**src/hw/rtl/wuf_pkg.sv**
```systemverilog
// ---------------------------------------------------------------------------
// wuf_pkg
// shared types and constants for the weighted union-find engine
// ---------------------------------------------------------------------------
package wuf_pkg;

  // width of a node index field on the ports
  localparam int NODE_W = 10;

  // counter width for the index reduction steps (at most NODE_W steps)
  localparam int RED_CNT_W = 4;

  typedef struct packed {
    logic              operation;
    logic [NODE_W-1:0] node_a;
    logic [NODE_W-1:0] node_b;
  } wuf_in_t;

  typedef struct packed {
    logic connected;
    logic merged;
  } wuf_out_t;

  localparam logic OP_QUERY = 1'b0;
  localparam logic OP_JOIN  = 1'b1;

  // memory read address source
  typedef enum logic [1:0] {
    RD_PARENT = 2'd0,
    RD_NODE_A = 2'd1,
    RD_NODE_B = 2'd2
  } wuf_rd_sel_t;

  // memory write source
  typedef enum logic [1:0] {
    WR_NONE  = 2'd0,
    WR_CLEAR = 2'd1,
    WR_CHILD = 2'd2,
    WR_ROOT  = 2'd3
  } wuf_wr_sel_t;

  typedef struct packed {
    logic        load_in;
    logic        reduce;
    wuf_rd_sel_t rd_sel;
    logic        cap_a;
    logic        cap_b;
    wuf_wr_sel_t wr_sel;
    logic        clr_step;
    logic        load_out;
  } wuf_cmd_t;

  typedef struct packed {
    logic red_done;
    logic at_root;
    logic merge;
    logic clr_last;
  } wuf_sts_t;

endpackage

```
**src/hw/rtl/wuf_ctrl.sv**
```systemverilog
// ---------------------------------------------------------------------------
// wuf_ctrl
// sequencer for clear pass, root walks, linking and result hand-off
// ---------------------------------------------------------------------------
module wuf_ctrl (
  input  logic              clk,
  input  logic              rst_n,
  input  logic              in_valid,
  output logic              in_stall,
  output logic              out_valid,
  input  logic              out_stall,
  output wuf_pkg::wuf_cmd_t cmd,
  input  wuf_pkg::wuf_sts_t sts
);

  typedef enum logic [2:0] {
    ST_CLEAR,
    ST_IDLE,
    ST_REDUCE,
    ST_WALK_A,
    ST_WALK_B,
    ST_DECIDE,
    ST_LINK_ROOT,
    ST_RESP
  } state_t;

  state_t state_r, state_nxt;
  logic   in_stall_r, in_stall_nxt;
  logic   out_valid_r, out_valid_nxt;
  logic   accept;

  assign accept = in_valid && !in_stall_r;

  always_comb begin
    state_nxt    = state_r;
    cmd          = '0;
    cmd.rd_sel   = wuf_pkg::RD_PARENT;
    cmd.wr_sel   = wuf_pkg::WR_NONE;
    out_valid_nxt = out_valid_r && out_stall;
    unique case (state_r)
      ST_CLEAR: begin
        cmd.wr_sel   = wuf_pkg::WR_CLEAR;
        cmd.clr_step = 1'b1;
        if (sts.clr_last) state_nxt = ST_IDLE;
      end
      ST_IDLE: begin
        if (accept) begin
          cmd.load_in = 1'b1;
          state_nxt   = ST_REDUCE;
        end
      end
      ST_REDUCE: begin
        cmd.reduce = 1'b1;
        if (sts.red_done) begin
          cmd.rd_sel = wuf_pkg::RD_NODE_A;
          state_nxt  = ST_WALK_A;
        end
      end
      ST_WALK_A: begin
        if (sts.at_root) begin
          cmd.cap_a  = 1'b1;
          cmd.rd_sel = wuf_pkg::RD_NODE_B;
          state_nxt  = ST_WALK_B;
        end
      end
      ST_WALK_B: begin
        if (sts.at_root) begin
          cmd.cap_b = 1'b1;
          state_nxt = ST_DECIDE;
        end
      end
      ST_DECIDE: begin
        if (sts.merge) begin
          cmd.wr_sel = wuf_pkg::WR_CHILD;
          state_nxt  = ST_LINK_ROOT;
        end else begin
          state_nxt = ST_RESP;
        end
      end
      ST_LINK_ROOT: begin
        cmd.wr_sel = wuf_pkg::WR_ROOT;
        state_nxt  = ST_RESP;
      end
      ST_RESP: begin
        if (!out_valid_r || !out_stall) begin
          cmd.load_out  = 1'b1;
          out_valid_nxt = 1'b1;
          state_nxt     = ST_IDLE;
        end
      end
      default: state_nxt = ST_CLEAR;
    endcase
    in_stall_nxt = state_nxt != ST_IDLE;
  end

  always_ff @(posedge clk) begin
    if (!rst_n) begin
      state_r     <= ST_CLEAR;
      in_stall_r  <= 1'b1;
      out_valid_r <= 1'b0;
    end else begin
      state_r     <= state_nxt;
      in_stall_r  <= in_stall_nxt;
      out_valid_r <= out_valid_nxt;
    end
  end

  assign in_stall  = in_stall_r;
  assign out_valid = out_valid_r;

  a_ready_only_idle: assert property (@(posedge clk) disable iff (!rst_n)
    !in_stall_r |-> state_r == ST_IDLE)
    else $error("input ready outside idle");

  a_no_overwrite: assert property (@(posedge clk) disable iff (!rst_n)
    cmd.load_out |-> !(out_valid_r && out_stall))
    else $error("result register overwritten while stalled");

  a_accept_starts: assert property (@(posedge clk) disable iff (!rst_n)
    accept |=> state_r == ST_REDUCE && in_stall_r)
    else $error("accepted transaction did not start processing");

endmodule

```
**config.mk**
```make
export PLATFORM = sky130hd
export DESIGN_NAME = wuf_ctrl
export DESIGN_NICKNAME = d
export VERILOG_FILES = /design/src/hw/rtl/wuf_pkg.sv /design/src/hw/rtl/wuf_ctrl.sv
export SDC_FILE = /design/constraint.sdc
export NUM_CORES = 1
export LEC_CHECK = 0
export BUFFER_PORTS_ARGS = -buffer_cell sky130_fd_sc_hd__buf_2
export CORE_AREA = 4 4 41 43
export DETAILED_ROUTE_END_ITERATION = 10
export DIE_AREA = 0 0 45 47
export PLACE_DENSITY_LB_ADDON = 0.2
export SETUP_SLACK_MARGIN = 0.2
export SLEW_MARGIN = 5
export SYNTH_ARGS = -nofsm -noshare
export SYNTH_HDL_FRONTEND = slang
export SYNTH_SLANG_ARGS = --single-unit
export TNS_END_PERCENT = 30
```
**constraint.sdc**
```tcl
create_clock -name clk -period 1.7 [get_ports clk]
set_clock_uncertainty 0.2 [all_clocks]
set_input_delay 0.085 -clock clk [delete_from_list [all_inputs] [get_ports clk]]
set_output_delay 0.085 -clock clk [all_outputs]
set_load 0.005 [all_outputs]
```
==> metrics.md <==
| Metric | Value |
|---|---|
| Status | completed |
| Crit-path max FO | 3 |
| RD Place Congestion | slightly below 0.8 |
| DRC Markers | 0 |
| Syn nets | 56 |
| Maximum clock insertion buffer count | 2 |
| Core box area | 1300 µm² |
| Vias | 413 |
| Grt ovf | 0 |
| Initial antenna violation count | 0 |
| Final min period | 1.45 ns |
| Critical-path cell list | dlygate4sd3_1 -> buf_2 -> a31o_1 -> a221oi_2 -> nand4_1 |
| Vias per inst | 4.75 |
| Critical Path Start Type | input port |
| Fmax | 0.691 GHz |
| Max_slew headroom | 79.5% |
| Fin Setup TNS | 0 ns |
| WHS | 0.0440 ns |
| Post-place setup slack | 0.107 ns |
| Max VDD drop | 517 µV |
| Nets | 81 |
| Hold Path Stages | 5 |
| Area of the die | 2120 µm² |
| Clock Power Share | between 30% and 40% |
| Synth Instances | 48 |
| Fillers | 147 |
| Htree depth | 1 |
| Starting DRT DRC Count | 18 |
| Pre-antenna DRT Iters | 4 |
| CTS clk-pin slew, worst paths | 0.04 ns |
| Chip height | 47 µm |
| Average size of a mapped cell | 7.51 µm² |
| Total CTS buffers | 3 |
| Leakage | 0.257 nW |
| Slew @ Worst Pin | 0.307 ns |
| Portion of total power attributed to combinational logic | 21.5% |
| Fraction of power consumed by sequential logic | approximately two fifths |
| Worst setup path class | in2reg |
| Starting Density | 27.7% |
| R2r worst-path depth | 4 |
| Total GRT Usage | 10.4% |
| # IOs | 20 |
| Max-cap viol count | 0 |
| Final worst path period share | 85.1% |
| Crit-path slowest cell | dlygate4sd3_1 |
| Final wirelength | approximately 930 µm |
| Largest net degree at the start of global routing | 11 |
| Vias in the first global route | 371 |
| Routed Antenna Nets | 0 |
| Syn Std Cell Area | roughly 360 µm² |
| NetSw | around 0.000091 W |
| Critical Path RT | 1.61 ns |
| Post-synth cell types | 22 |
| # diodes | 0 |
| Yosys warns | 0 |
| Yosys top cell area share | 27.8% |
| RSZ-0062 raised after global routing | yes |
| Dpl hpwl | 713 µm |
| Sequential area share after synthesis | 27.8% |
| CP arrival | 1.36 ns |
| Setup WS post-layout | around 0.25 ns |
| Sw frac | between 20% and 30% |
| TritonCTS clock tree | yes |
| Crit end category | flop |
| Flop and latch count out of synthesis | 5 |
| I/O Buffers | 19 |
| Synth area leaders | dfxtp_1, a21oi_1, buf_6 |
| Most frequent cells in the layout | buf_2, nand2_1, nor2_1, inv_1, a21oi_1 |
| DR WL/cell | between 10 and 15 µm |
| Row count | 13 |
| Final Hold Vio Count | 0 |
| Commonest non-fill, non-tap cell in the layout | buf_2 |
| Clock Root Buffer | clkbuf_4 |
| CTS Sinks | 5 |
| Cell taking the most area after synthesis | dfxtp_1 |
| Max Slew Vio Count | 0 |
| First-pass GRT wire length | 1530 µm |
| Die width | roughly 45 µm |
| Clk_lat worst skew | 0.24 ns |
| Fraction of layout cells with a size suffix above 1 | 44.4% |
| Pwr Density | 658 nW/µm² |
| Worst min-delay path class | in2reg |
| Syn-to-layout area delta | 46.2% |
| Internal power | 0.000255 W |
| # setup viols final | 0 |
| CP peak stage delay | approximately 0.53 ns |
-- layout make-up --
cell class	instances	area, µm²	area share [%]
repair buffers	24	144	27.3
clock buffers	4	26.3	4.99
multi-input cells	35	214	40.6
inverters	4	15.0	2.85
flip-flops and latches	5	109	20.7
well taps	15	18.8	3.56
-- flip-flops by register name, summed over array words and instances, names as in the netlist --
name	count
in_stall	1
out_valid	1
state_r	3
-- synth_stat cells --
| master | count |
|---|---|
| a21o_1 | 1 |
| a21oi_1 | 5 |
| a221oi_2 | 1 |
| a31o_1 | 1 |
| and2_1 | 2 |
| and2_2 | 1 |
| and3_1 | 1 |
| buf_4 | 2 |
| buf_6 | 2 |
| dfxtp_1 | 5 |
| inv_1 | 4 |
| nand2_1 | 5 |
| nand2b_1 | 2 |
| nand3_1 | 2 |
| nand4_1 | 1 |
| nor2_1 | 5 |
| nor2b_4 | 1 |
| nor3_1 | 3 |
| nor3b_1 | 1 |
| o21ai_0 | 1 |
| o32ai_1 | 1 |
| xor2_1 | 1 |
-- kinds of logic after synthesis --
kind of cell	count (synthesis)	share of synthesized area, %
buffers and inverters	8	14.6
flip-flops	5	27.8
AND/OR/NAND/NOR	24	35.8
AO/OA/AOI/OAI	10	19.4
XOR/XNOR	1	2.43
-- layer usage --
| layer | vias up | track usage, % | part of all wire, % | routed length, µm |
|---|---|---|---|---|
| met4 | 0 | 3.51 | 0 | 0 |
| met5 | - | 0 | 0 | 0 |
| met2 | 16 | 17.5 | 53 | 487 |
| met3 | 0 | 5.75 | 6.0 | 56 |
| li1 | 210 | - | - | - |
| met1 | 187 | 11.0 | 41 | 382 |
-- worst max-delay path: cells and delay by family --
kind            cells  cell delay [ns]
simple gates        1             0.11
buf+inv             2             0.67
compound gates      2             0.49
-- per-stage QoR --
step / area (µm²) / cells / util (%) / total power [W]
after floorplan: 360 / 48 / - / 0.000186
after global placement: 444 / 79 / 34.1 / 0.000207
after detailed placement: 444 / 79 / 34.1 / 0.000208
after CTS: 508 / 86 / 39.0 / 0.000352
after global routing: 527 / 87 / 40.5 / 0.000373
final: 527 / 87 / 40.5 / 0.000347
-- power by group through the flow --
stage	registers (W)	clock network (W)	logic, W
after detailed placement	0.000139	0	0.0000683
after global placement	0.000138	0	0.0000692
after global routing	0.000139	0.000152	0.0000819
final	0.000137	0.000136	0.0000744
after floorplan	0.000131	0	0.0000551
after CTS	0.000138	0.000140	0.0000739
-- worst paths after layout --
path,from,endpoint,slack (ns)
worst max-delay path,out_stall,in_stall,0.25
worst min-delay path,sts[1],in_stall,0.04
worst min register to register,out_valid,out_valid,0.30
worst max register to register,state_r[0],in_stall,0.28
-- what timing repair did --
item,CTS,global route
hold buffers,3,0
setup endpoints to repair,9,7
hold endpoints to repair,4,0
buffers inserted,0,1
gates resized for setup,4,4
(Power assumes the default switching activity.)
